### src/qfm_pkg.sv
`timescale 1ns / 1ps
// ----------------------------------------------------------------------------
// qfm_pkg
// Shared constants for the quadraphonic FM multiplex encoder.
// ----------------------------------------------------------------------------
package qfm_pkg;

   // default geometry
   localparam int SAMPLE_WIDTH_DEF   = 16;
   localparam int PHASE_WIDTH_DEF    = 32;
   localparam int SINE_ADDR_BITS_DEF = 10;

   // configuration port
   localparam int CSR_INDEX_W = 3;
   localparam int CSR_DATA_W  = 32;
   localparam int GAIN_W      = 15;

   localparam logic [CSR_INDEX_W-1:0] CSR_PHASE_STEP = 3'd0;
   localparam logic [CSR_INDEX_W-1:0] CSR_CLIP_LEVEL = 3'd1;
   localparam logic [CSR_INDEX_W-1:0] CSR_MONO_GAIN  = 3'd2;
   localparam logic [CSR_INDEX_W-1:0] CSR_PILOT_GAIN = 3'd3;
   localparam logic [CSR_INDEX_W-1:0] CSR_SIN38_GAIN = 3'd4;
   localparam logic [CSR_INDEX_W-1:0] CSR_COS38_GAIN = 3'd5;
   localparam logic [CSR_INDEX_W-1:0] CSR_SIN76_GAIN = 3'd6;

   // register reset values
   localparam logic [CSR_DATA_W-1:0] PHASE_STEP_RST = 32'd425022805;
   localparam logic [GAIN_W-1:0]     CLIP_LEVEL_RST = 15'd13926;
   localparam logic [GAIN_W-1:0]     MONO_GAIN_RST  = 15'd14746;
   localparam logic [GAIN_W-1:0]     PILOT_GAIN_RST = 15'd573;
   localparam logic [GAIN_W-1:0]     SUB_GAIN_RST   = 15'd11469;

   // odd polynomial sine, Q15 coefficients
   localparam logic [15:0] SIN_C1 = 16'd51472;
   localparam logic [15:0] SIN_C3 = 16'd21024;
   localparam logic [15:0] SIN_C5 = 16'd2320;
   localparam logic [14:0] SIN_MAX = 15'd32767;

endpackage

### src/qfm_if.sv
`timescale 1ns / 1ps
// ----------------------------------------------------------------------------
// qfm_req_if / qfm_rsp_if
// Valid/ready channels: four-sample audio frame in, one multiplex sample out.
// ----------------------------------------------------------------------------
interface qfm_req_if
   import qfm_pkg::*;
#(
   parameter int SAMPLE_WIDTH = SAMPLE_WIDTH_DEF
);
   logic                           valid;
   logic                           ready;
   logic signed [SAMPLE_WIDTH-1:0] fl_sample;
   logic signed [SAMPLE_WIDTH-1:0] fr_sample;
   logic signed [SAMPLE_WIDTH-1:0] rl_sample;
   logic signed [SAMPLE_WIDTH-1:0] rr_sample;

   modport source (
      output valid, fl_sample, fr_sample, rl_sample, rr_sample,
      input  ready
   );
   modport sink (
      input  valid, fl_sample, fr_sample, rl_sample, rr_sample,
      output ready
   );
endinterface

interface qfm_rsp_if
   import qfm_pkg::*;
#(
   parameter int SAMPLE_WIDTH = SAMPLE_WIDTH_DEF
);
   logic                           valid;
   logic                           ready;
   logic signed [SAMPLE_WIDTH-1:0] mpx_sample;

   modport source (
      output valid, mpx_sample,
      input  ready
   );
   modport sink (
      input  valid, mpx_sample,
      output ready
   );
endinterface

### src/quadraphonic_fm_mpx_encoder_top.sv
`timescale 1ns / 1ps
// ----------------------------------------------------------------------------
// quadraphonic_fm_mpx_encoder_top
// Quadraphonic FM multiplex encoder built around one shared multiplier.
// ----------------------------------------------------------------------------
//  channel  dir  handshake            payload
//  req_ch   in   valid/ready          fl_sample, fr_sample, rl_sample,
//                                     rr_sample (signed SAMPLE_WIDTH)
//  rsp_ch   out  valid/ready          mpx_sample (signed SAMPLE_WIDTH)
//  csr_*    in   csr_wr_en only       csr_index, csr_wdata
//
//  From acceptance to the next acceptance one word passes through 24
//  products on the single multiplier (four polynomial sines, gains,
//  differences, mono) plus clip/sum, drain, rounding and idle steps.
//  The result sits in an output register; a new word is taken while it waits,
//  and the sequencer only holds in its last step if that register is full.
//  Synchronous active-high reset restores register defaults and zero phase.
// ----------------------------------------------------------------------------
module quadraphonic_fm_mpx_encoder_top
   import qfm_pkg::*;
#(
   parameter int SAMPLE_WIDTH   = SAMPLE_WIDTH_DEF,
   parameter int PHASE_WIDTH    = PHASE_WIDTH_DEF,
   parameter int SINE_ADDR_BITS = SINE_ADDR_BITS_DEF
) (
   input  logic                   clock,
   input  logic                   reset,
   qfm_req_if.sink                req_ch,
   qfm_rsp_if.source              rsp_ch,
   input  logic                   csr_wr_en,
   input  logic [CSR_INDEX_W-1:0] csr_index,
   input  logic [CSR_DATA_W-1:0]  csr_wdata
);

   localparam int SW     = SAMPLE_WIDTH;
   localparam int PW     = PHASE_WIDTH;
   localparam int AB     = SINE_ADDR_BITS;
   localparam int LIM_W  = SW - 1;
   localparam int SUM_W  = SW + 2;
   localparam int MA_W   = 32;
   localparam int MB_W   = (SW + 2 > 17) ? SW + 2 : 17;
   localparam int PROD_W = MA_W + MB_W;
   localparam int ACC_W  = PROD_W + 2;
   localparam int Q_W    = ACC_W - 32;
   localparam int X_SHIFT = 17 - AB;

   localparam logic [PW-1:0]   HALF_TURN    = PW'(1) << (PW - 1);
   localparam logic [PW-1:0]   QUARTER_TURN = PW'(1) << (PW - 2);
   localparam logic [AB-2:0]   QUARTER_PTS  = (AB - 1)'(1) << (AB - 2);
   localparam logic signed [Q_W-1:0] Q_MAX  = Q_W'((1 << (SW - 1)) - 1);
   localparam logic signed [Q_W-1:0] Q_MIN  = -Q_MAX - Q_W'(1);
   localparam logic signed [ACC_W-1:0] RND_HALF = ACC_W'(1) << 31;

   // sequencer states
   localparam logic [2:0] ST_IDLE  = 3'd0;
   localparam logic [2:0] ST_PREP  = 3'd1;
   localparam logic [2:0] ST_MONO  = 3'd2;
   localparam logic [2:0] ST_SINE  = 3'd3;
   localparam logic [2:0] ST_DRAIN = 3'd4;
   localparam logic [2:0] ST_DONE  = 3'd5;

   // steps within one sine term
   localparam logic [2:0] J_SQ   = 3'd0;
   localparam logic [2:0] J_C5   = 3'd1;
   localparam logic [2:0] J_C3   = 3'd2;
   localparam logic [2:0] J_C1   = 3'd3;
   localparam logic [2:0] J_GAIN = 3'd4;
   localparam logic [2:0] J_DIFF = 3'd5;

   // which sine term
   localparam logic [1:0] K_PILOT = 2'd0;
   localparam logic [1:0] K_S38   = 2'd1;
   localparam logic [1:0] K_C38   = 2'd2;
   localparam logic [1:0] K_S76   = 2'd3;

   // how the registered product enters the accumulator
   localparam logic [1:0] ADD_NONE  = 2'd0;
   localparam logic [1:0] ADD_MONO  = 2'd1;
   localparam logic [1:0] ADD_PILOT = 2'd2;
   localparam logic [1:0] ADD_PLAIN = 2'd3;

   // configuration registers
   logic [CSR_DATA_W-1:0] phase_step_ff;
   logic [GAIN_W-1:0]     clip_level_ff;
   logic [GAIN_W-1:0]     mono_gain_ff;
   logic [GAIN_W-1:0]     pilot_gain_ff;
   logic [GAIN_W-1:0]     sin38_gain_ff;
   logic [GAIN_W-1:0]     cos38_gain_ff;
   logic [GAIN_W-1:0]     sin76_gain_ff;

   always_ff @(posedge clock) begin
      if (reset) begin
         phase_step_ff <= PHASE_STEP_RST;
         clip_level_ff <= CLIP_LEVEL_RST;
         mono_gain_ff  <= MONO_GAIN_RST;
         pilot_gain_ff <= PILOT_GAIN_RST;
         sin38_gain_ff <= SUB_GAIN_RST;
         cos38_gain_ff <= SUB_GAIN_RST;
         sin76_gain_ff <= SUB_GAIN_RST;
      end else if (csr_wr_en) begin
         case (csr_index)
            CSR_PHASE_STEP: phase_step_ff <= csr_wdata;
            CSR_CLIP_LEVEL: clip_level_ff <= csr_wdata[GAIN_W-1:0];
            CSR_MONO_GAIN:  mono_gain_ff  <= csr_wdata[GAIN_W-1:0];
            CSR_PILOT_GAIN: pilot_gain_ff <= csr_wdata[GAIN_W-1:0];
            CSR_SIN38_GAIN: sin38_gain_ff <= csr_wdata[GAIN_W-1:0];
            CSR_COS38_GAIN: cos38_gain_ff <= csr_wdata[GAIN_W-1:0];
            CSR_SIN76_GAIN: sin76_gain_ff <= csr_wdata[GAIN_W-1:0];
            default: ;
         endcase
      end
   end

   // state
   logic [2:0]              state_ff, state_in;
   logic [2:0]              j_ff, j_in;
   logic [1:0]              k_ff, k_in;
   logic [1:0]              add_sel_ff, add_sel_in;
   logic [PW-1:0]           pilot_phase_ff;
   logic                    rsp_valid_ff;
   logic signed [SW-1:0]    mpx_ff;
   logic signed [SW-1:0]    lf_ff, rf_ff, lr_ff, rr_ff;
   logic signed [SUM_W-1:0] m_ff, d1_ff, d2_ff, d3_ff;
   logic [15:0]             x_ff, x2_ff;
   logic                    neg_ff;
   logic signed [PROD_W-1:0] prod_ff;
   logic signed [ACC_W-1:0]  acc_ff;

   logic req_fire, out_free, done_go;
   assign req_fire = req_ch.valid & req_ch.ready;
   assign out_free = ~rsp_valid_ff | rsp_ch.ready;
   assign done_go  = (state_ff == ST_DONE) & out_free;

   assign req_ch.ready      = (state_ff == ST_IDLE);
   assign rsp_ch.valid      = rsp_valid_ff;
   assign rsp_ch.mpx_sample = mpx_ff;

   // clip limit scaled to the sample format
   logic [22:0]      lim_wide;
   logic [LIM_W-1:0] lim;
   assign lim_wide = {clip_level_ff, 8'd0} >> (24 - SW);
   assign lim      = lim_wide[LIM_W-1:0];

   function automatic logic signed [SW-1:0] clip_f(input logic signed [SW-1:0] v,
                                                    input logic [LIM_W-1:0]    l);
      logic signed [SW-1:0] pos;
      logic signed [SW-1:0] neg;
      pos = $signed({1'b0, l});
      neg = -pos;
      if (v > pos)
         clip_f = pos;
      else if (v < neg)
         clip_f = neg;
      else
         clip_f = v;
   endfunction

   always_ff @(posedge clock) begin
      if (req_fire) begin
         lf_ff <= clip_f(req_ch.fl_sample, lim);
         rf_ff <= clip_f(req_ch.fr_sample, lim);
         lr_ff <= clip_f(req_ch.rl_sample, lim);
         rr_ff <= clip_f(req_ch.rr_sample, lim);
      end
   end

   // mono and difference sums
   logic signed [SUM_W-1:0] lf_x, rf_x, lr_x, rr_x;
   assign lf_x = SUM_W'(lf_ff);
   assign rf_x = SUM_W'(rf_ff);
   assign lr_x = SUM_W'(lr_ff);
   assign rr_x = SUM_W'(rr_ff);

   always_ff @(posedge clock) begin
      if (state_ff == ST_PREP) begin
         m_ff  <= lf_x + rf_x + lr_x + rr_x;
         d1_ff <= (lf_x + lr_x) - (rf_x + rr_x);
         d2_ff <= (lf_x + rr_x) - (lr_x + rf_x);
         d3_ff <= (lf_x + rf_x) - (lr_x + rr_x);
      end
   end

   // phase of the current sine term, folded into the first quadrant
   logic [PW-1:0] p38, c38p, p76, sel_phase;
   logic [AB-1:0] idx;
   logic [AB-2:0] r_fold;
   logic [15:0]   x_sel;

   assign p38  = (pilot_phase_ff << 1) + HALF_TURN;
   assign c38p = p38 + QUARTER_TURN;
   assign p76  = pilot_phase_ff << 2;

   always_comb begin
      case (k_ff)
         K_PILOT: sel_phase = pilot_phase_ff;
         K_S38:   sel_phase = p38;
         K_C38:   sel_phase = c38p;
         default: sel_phase = p76;
      endcase
   end

   assign idx    = sel_phase[PW-1 -: AB];
   assign r_fold = idx[AB-2] ? QUARTER_PTS - {1'b0, idx[AB-3:0]} : {1'b0, idx[AB-3:0]};
   assign x_sel  = 16'(r_fold) << X_SHIFT;

   // operand selection for the shared multiplier
   logic [15:0]             prod_q15;
   logic [14:0]             y_mag;
   logic signed [16:0]      y_signed;
   logic [GAIN_W-1:0]       gain_sel;
   logic signed [SUM_W-1:0] diff_sel;
   logic signed [MA_W-1:0]  mul_a;
   logic signed [MB_W-1:0]  mul_b;

   assign prod_q15 = prod_ff[30:15];
   assign y_mag    = (prod_q15 > 16'(SIN_MAX)) ? SIN_MAX : prod_q15[14:0];
   assign y_signed = neg_ff ? -$signed({2'b00, y_mag}) : $signed({2'b00, y_mag});

   always_comb begin
      case (k_ff)
         K_PILOT: gain_sel = pilot_gain_ff;
         K_S38:   gain_sel = sin38_gain_ff;
         K_C38:   gain_sel = cos38_gain_ff;
         default: gain_sel = sin76_gain_ff;
      endcase
   end

   always_comb begin
      case (k_ff)
         K_S38:   diff_sel = d1_ff;
         K_C38:   diff_sel = d2_ff;
         default: diff_sel = d3_ff;
      endcase
   end

   always_comb begin
      mul_a = '0;
      mul_b = '0;
      if (state_ff == ST_MONO) begin
         mul_a = MA_W'($signed({1'b0, mono_gain_ff}));
         mul_b = MB_W'(m_ff);
      end else if (state_ff == ST_SINE) begin
         case (j_ff)
            J_SQ: begin
               mul_a = MA_W'($signed({1'b0, x_sel}));
               mul_b = MB_W'($signed({1'b0, x_sel}));
            end
            J_C5: begin
               mul_a = MA_W'($signed({1'b0, SIN_C5}));
               mul_b = MB_W'($signed({1'b0, prod_q15}));
            end
            J_C3: begin
               mul_a = MA_W'($signed({1'b0, SIN_C3 - prod_q15}));
               mul_b = MB_W'($signed({1'b0, x2_ff}));
            end
            J_C1: begin
               mul_a = MA_W'($signed({1'b0, SIN_C1 - prod_q15}));
               mul_b = MB_W'($signed({1'b0, x_ff}));
            end
            J_GAIN: begin
               mul_a = MA_W'($signed({1'b0, gain_sel}));
               mul_b = MB_W'(y_signed);
            end
            J_DIFF: begin
               // signed sine times gain fits in 31 bits
               mul_a = prod_ff[MA_W-1:0];
               mul_b = MB_W'(diff_sel);
            end
            default: ;
         endcase
      end
   end

   always_ff @(posedge clock) begin
      prod_ff <= PROD_W'(mul_a) * PROD_W'(mul_b);
      if (state_ff == ST_SINE && j_ff == J_SQ) begin
         x_ff   <= x_sel;
         neg_ff <= idx[AB-1];
      end
      if (state_ff == ST_SINE && j_ff == J_C5)
         x2_ff <= prod_q15;
   end

   // accumulator, fed from the product register in the cycle after a final product is launched
   logic signed [ACC_W-1:0] prod_x, acc_add;
   assign prod_x = ACC_W'(prod_ff);

   always_comb begin
      case (add_sel_ff)
         ADD_MONO:  acc_add = prod_x <<< 15;
         ADD_PILOT: acc_add = prod_x <<< (SW + 1);
         ADD_PLAIN: acc_add = prod_x;
         default:   acc_add = '0;
      endcase
   end

   always_ff @(posedge clock) begin
      if (req_fire)
         acc_ff <= '0;
      else
         acc_ff <= acc_ff + acc_add;
   end

   // round half up, saturate
   logic signed [ACC_W-1:0] acc_rnd;
   logic signed [Q_W-1:0]   q_val;
   logic signed [SW-1:0]    q_sat;
   assign acc_rnd = acc_ff + RND_HALF;
   assign q_val   = acc_rnd[ACC_W-1:32];
   assign q_sat   = (q_val > Q_MAX) ? SW'(Q_MAX) :
                    (q_val < Q_MIN) ? SW'(Q_MIN) : SW'(q_val);

   always_ff @(posedge clock) begin
      if (done_go)
         mpx_ff <= q_sat;
   end

   // sequencer
   always_comb begin
      state_in   = state_ff;
      j_in       = j_ff;
      k_in       = k_ff;
      add_sel_in = ADD_NONE;
      case (state_ff)
         ST_IDLE: begin
            if (req_fire)
               state_in = ST_PREP;
         end
         ST_PREP: state_in = ST_MONO;
         ST_MONO: begin
            add_sel_in = ADD_MONO;
            state_in   = ST_SINE;
            j_in       = J_SQ;
            k_in       = K_PILOT;
         end
         ST_SINE: begin
            if ((j_ff == J_GAIN && k_ff == K_PILOT) || j_ff == J_DIFF) begin
               add_sel_in = (k_ff == K_PILOT) ? ADD_PILOT : ADD_PLAIN;
               j_in       = J_SQ;
               if (k_ff == K_S76)
                  state_in = ST_DRAIN;
               else
                  k_in = k_ff + 2'd1;
            end else begin
               j_in = j_ff + 3'd1;
            end
         end
         ST_DRAIN: state_in = ST_DONE;
         ST_DONE: begin
            if (out_free)
               state_in = ST_IDLE;
         end
         default: state_in = ST_IDLE;
      endcase
   end

   always_ff @(posedge clock) begin
      if (reset) begin
         state_ff       <= ST_IDLE;
         j_ff           <= J_SQ;
         k_ff           <= K_PILOT;
         add_sel_ff     <= ADD_NONE;
         pilot_phase_ff <= '0;
         rsp_valid_ff   <= 1'b0;
      end else begin
         state_ff   <= state_in;
         j_ff       <= j_in;
         k_ff       <= k_in;
         add_sel_ff <= add_sel_in;
         if (done_go) begin
            pilot_phase_ff <= pilot_phase_ff + phase_step_ff[CSR_DATA_W-1 -: PW];
            rsp_valid_ff   <= 1'b1;
         end else if (rsp_ch.ready) begin
            rsp_valid_ff <= 1'b0;
         end
      end
   end

`ifndef NO_ASSERTIONS
   a_accept_starts: assert property (@(posedge clock) disable iff (reset)
      req_fire |=> state_ff == ST_PREP)
      else $error("accepted word did not start the sequencer");

   a_rsp_from_done: assert property (@(posedge clock) disable iff (reset)
      $rose(rsp_valid_ff) |-> $past(state_ff) == ST_DONE)
      else $error("result raised outside the final step");

   a_phase_at_done: assert property (@(posedge clock) disable iff (reset)
      (!$past(reset) && pilot_phase_ff != $past(pilot_phase_ff))
         |-> $past(state_ff) == ST_DONE)
      else $error("pilot phase moved mid-word");

   a_pilot_no_diff: assert property (@(posedge clock) disable iff (reset)
      (state_ff == ST_SINE && k_ff == K_PILOT) |-> j_ff != J_DIFF)
      else $error("pilot term reached the difference step");
`endif

endmodule
### src/flat_wrapper.sv
// flat-port wrapper written by rule: the top's interface ports become plain ports
module quadraphonic_fm_mpx_encoder_top_flat import qfm_pkg::*;
#(
   parameter int SAMPLE_WIDTH   = SAMPLE_WIDTH_DEF,
   parameter int PHASE_WIDTH    = PHASE_WIDTH_DEF,
   parameter int SINE_ADDR_BITS = SINE_ADDR_BITS_DEF
)
  (clock, reset, csr_wr_en, csr_index, csr_wdata, req_ch_valid, req_ch_fl_sample, req_ch_fr_sample, req_ch_rl_sample, req_ch_rr_sample, req_ch_ready, rsp_ch_valid, rsp_ch_mpx_sample, rsp_ch_ready);
  qfm_req_if #(.SAMPLE_WIDTH(SAMPLE_WIDTH)) req_ch_i ();
  qfm_rsp_if #(.SAMPLE_WIDTH(SAMPLE_WIDTH)) rsp_ch_i ();
  input  logic clock;
  input  logic reset;
  input  logic csr_wr_en;
  input  logic [CSR_INDEX_W-1:0] csr_index;
  input  logic [CSR_DATA_W-1:0] csr_wdata;
  input wire logic [$bits(req_ch_i.valid)-1:0] req_ch_valid;
  input wire logic [$bits(req_ch_i.fl_sample)-1:0] req_ch_fl_sample;
  input wire logic [$bits(req_ch_i.fr_sample)-1:0] req_ch_fr_sample;
  input wire logic [$bits(req_ch_i.rl_sample)-1:0] req_ch_rl_sample;
  input wire logic [$bits(req_ch_i.rr_sample)-1:0] req_ch_rr_sample;
  output wire logic [$bits(req_ch_i.ready)-1:0] req_ch_ready;
  output wire logic [$bits(rsp_ch_i.valid)-1:0] rsp_ch_valid;
  output wire logic [$bits(rsp_ch_i.mpx_sample)-1:0] rsp_ch_mpx_sample;
  input wire logic [$bits(rsp_ch_i.ready)-1:0] rsp_ch_ready;
  assign req_ch_i.valid = req_ch_valid;
  assign req_ch_i.fl_sample = req_ch_fl_sample;
  assign req_ch_i.fr_sample = req_ch_fr_sample;
  assign req_ch_i.rl_sample = req_ch_rl_sample;
  assign req_ch_i.rr_sample = req_ch_rr_sample;
  assign req_ch_ready = req_ch_i.ready;
  assign rsp_ch_valid = rsp_ch_i.valid;
  assign rsp_ch_mpx_sample = rsp_ch_i.mpx_sample;
  assign rsp_ch_i.ready = rsp_ch_ready;
  quadraphonic_fm_mpx_encoder_top #(.SAMPLE_WIDTH(SAMPLE_WIDTH), .PHASE_WIDTH(PHASE_WIDTH), .SINE_ADDR_BITS(SINE_ADDR_BITS)) u_core (.clock(clock), .reset(reset), .req_ch(req_ch_i), .rsp_ch(rsp_ch_i), .csr_wr_en(csr_wr_en), .csr_index(csr_index), .csr_wdata(csr_wdata));
endmodule
### config.mk
export PLATFORM = sky130hd
export DESIGN_NAME = quadraphonic_fm_mpx_encoder_top_flat
export DESIGN_NICKNAME = d
export VERILOG_FILES = /design/src/qfm_pkg.sv /design/src/qfm_if.sv /design/src/quadraphonic_fm_mpx_encoder_top.sv /design/src/flat_wrapper.sv
export SDC_FILE = /design/constraint.sdc
export NUM_CORES = 2
export LEC_CHECK = 0
export ABC_AREA = 1
export BUFFER_PORTS_ARGS = -buffer_cell sky130_fd_sc_hd__buf_2
export CORE_UTILIZATION = 45
export CTS_CLUSTER_SIZE = 28
export DETAILED_ROUTE_END_ITERATION = 10
export GPL_TIMING_DRIVEN = 1
export MAX_ROUTING_LAYER = met4
export RECOVER_POWER = 25
export SLEW_MARGIN = 20
export SYNTH_ARGS = -nofsm -noshare
export SYNTH_HDL_FRONTEND = slang
export SYNTH_SLANG_ARGS = --single-unit
### constraint.sdc
create_clock -name clock -period 21.2 [get_ports clock]
set_clock_uncertainty 0.15 [all_clocks]
set_input_delay 6.36 -clock clock [delete_from_list [all_inputs] [get_ports clock]]
set_output_delay 6.36 -clock clock [all_outputs]
set_load 0.01 [all_outputs]
==> results.ini <==
[clock_network]
cts_made_buffers=57
cts.sinks=444
clk_pin_slew_ps=70
root_buffer=clkbuf_16
cts_setup_buffers=0
clk_latency_ps=690
postCtsHoldBufs=0
cts_tree=built
htreeDepth=2
cts_buffer_depth=3
ctsResizeCount=0

[layout]
multi_input_comb_area_um2=40200
seq_area_um2=10660
layout-drive-gt1-share_pct=5.508
fill_cells=12770
final_cells=9513
syn2layout_area_growth_pct=7.032
final_nets=9002

[place]
dp_slack_ps=11750
io_buffers=121
hpwl_um=174800
place.gp.congestion=1.047
dpl.cell_count=9404

[critical_path]
cp.required_ps=21660
crit_path_max_fanout=40
end_kind=flip-flop
cp_slowest_cell=clkbuf_1
path_class=flip-flop to flip-flop
crit_start=u_core.state_ff[0]
path_buf_inv=9
max_stage_delay_ps=2150
r2r_start=u_core.state_ff[0]
cpLargestDelayFamily=buffers and inverters
arrival_ps=12430
cp-start-kind=flip-flop

[sta]
setup_violations=0
setup_slack_ps=9221
setup_tns_ps=0
timing.fmax_mhz=83.48
hold_viol=0
rsz0062_at_grt=no
slew_viol_final=162
period_minus_slack_ps=11980
max_slew_margin_pct=-172.4
post-route-period-util_pct=56.51
tightest_slew_ps=4086

[yosys]
yosys_warnings=0
postSynthCellCount=7775
synth.avg_cell_area_um2=7.371
synth_edf_count=177
synthTopCellsByArea=fa_1 (21%), nand2_1 (11%), ha_1 (11%)
yosysMostFrequentCell=nand2_1
ys.flop_type=dfxtp_1
synth_top_area_share_pct=20.85
ys_seq_area_share_pct=18.60
syn_area_um2=57310
ys_ff_latch=444
synthArstFlopShare_pct=0
synth_common_cells=nand2_1 (1653), inv_1 (1401), nor2_1 (801), fa_1 (597), a21oi_1 (540)
synth_cell_types=73
yosysTopAreaCell=fa_1
synth_nets=8964

[floorplan]
die_h_um=358.9
initial_core_util_pct=45.52
die_w_um=358.9
num_rows=130
pin_count=122
die_area_um2=128800
fp.coreArea_um2=125900

[outcome]
violations=capacitance limit, slew limit
status=finished with violations

[drt]
dr.pass1.iters=6
drc_errors=0
vias_per_cell=5.602
routed_wl_um=218000
ant_nets=0
wl_per_cell_um=22.91
route.vias.total=53290
dr.first_iter.drc_count=4502

[power_and_ir_drop]
leakagePower_uw=0.03000
powerDensity_nw_per_um2=97.17
irDropWorstVdd_mv=0.1030

[grt]
grt_max_degree=72
grt_first_pass_wirelength_um=328500
antenna_found_initial=3
grt_usage_pct=34.58
grt_pass1_vias=53160
grt_overflow_total=0

[worst_hold_path]
hp-start=u_core.sin76_gain_ff[13]
hp-class=flip-flop to flip-flop

[job]
maxCapViolCount=4

==> state kept, by name, summed over array words and instances (netlist names), 16 cells and up <==
signal / cells
u_core.x2_ff: 16
u_core.rr_ff: 16
u_core.rf_ff: 16
u_core.d2_ff: 18
u_core.rsp_ch.mpx_sample: 16
u_core.pilot_phase_ff: 32
u_core.d1_ff: 18
u_core.d3_ff: 18
u_core.acc_ff: 52
u_core.m_ff: 17
u_core.prod_ff: 50
u_core.lf_ff: 16
u_core.lr_ff: 16
u_core.phase_step_ff: 32
==> worst register-to-register path, cell delays in order, from the launching register on <==
cell and delay, ps:
dfxtp_1 490, nand2_1 140, nor2_4 90, clkbuf_1 2150, inv_1 1730, nor3_2 370
buf_4 310, inv_2 180, nor2_1 320, inv_1 110, fa_1 550, inv_1 140
fa_1 950, fa_1 550, fa_1 500, fa_1 490, inv_1 50, fa_1 830
inv_1 110, ha_1 420, nand2_1 130, nor2_1 180, inv_1 160, nor4_1 400
nand3_1 120, nand3_1 120, xor2_1 170
==> kinds of logic (layout without fill, tap and decap cells) <==
group	after synthesis	count (layout)	synth area share, %
adder cells (fa/ha/maj)	1085	1085	31.51
AO/OA/AOI/OAI	1213	1213	12.15
other	0	2	0
AND/OR/NAND/NOR	3178	3178	23.08
buffers and inverters	1637	1723	11.31
XOR/XNOR	218	218	3.345
flip-flops	444	444	18.60
==> cell type report <==
class	count	share of cell area, %
tap	1650	3.366
antenna	2	0.008159
timing repair buffer	180	1.660
multi-input combinational	5694	65.53
sequential	444	17.38
clock buffer	70	2.644
inverter	1436	8.798
clock inverter	37	0.6140
==> stage by stage <==
step	total power, uW	hold slack, ps	cell area (um2)	util [%]
3_3_place_gp	4844	282.4	59370	47.16
3_5_place_dp	4855	289.1	59390	47.17
5_1_grt	6360	325.5	61340	48.72
4_1_cts	5904	304.1	61390	48.76
2_1_floorplan	3721	252.9	57310	-
6_report	5960	303.0	61340	48.72
==> worst paths after layout <==
kind	slack (ps)	to	depth (start not counted)
worst max-delay path	9220	u_core.prod_ff[47]	26
worst min-delay path	300	u_core.sin76_gain_ff[13]	2
worst max register to register	9220	u_core.prod_ff[47]	26
worst min register to register	300	u_core.sin76_gain_ff[13]	2
==> placed cells by master (no fill, tap or decap), types with 12 or more instances in the layout <==
| cell | instances |
|---|---|
| ha_1 | 488 |
| inv_2 | 29 |
| nor2_2 | 18 |
| clkbuf_1 | 12 |
| dfxtp_1 | 267 |
| o211ai_1 | 38 |
| a21o_1 | 31 |
| edfxtp_1 | 177 |
| o21bai_1 | 30 |
| nand3_1 | 440 |
| nor3_1 | 81 |
| nor2_1 | 799 |
| xor2_1 | 154 |
| xnor2_1 | 60 |
| nand4_1 | 58 |
| fa_1 | 597 |
| clkinv_2 | 13 |
| buf_2 | 121 |
| a31oi_1 | 39 |
| nand3b_1 | 12 |
| o21a_1 | 30 |
| o21ai_0 | 351 |
| nand2_2 | 48 |
| buf_4 | 51 |
| a21oi_1 | 540 |
| clkbuf_16 | 62 |
| nand2_1 | 1655 |
| o221ai_1 | 37 |
| o21ai_1 | 19 |
| nor4_1 | 18 |
| inv_1 | 1402 |
==> routing by layer <==
layer | global-route usage (%) | vias to the layer above | share of wire (%)
met2 | 53.56 | 2160 | 44
met5 | - | - | 0
met4 | 14.91 | 0 | 5.1
met3 | 7.332 | 460 | 8.8
met1 | 43.59 | 25880 | 42
li1 | - | 24790 | -
==> power by group <==
part           switching [uW]  internal, uW
combinational            2400          1120
clock                     441           597
sequential                180          1220
Power figures use the tool's default switching activity.
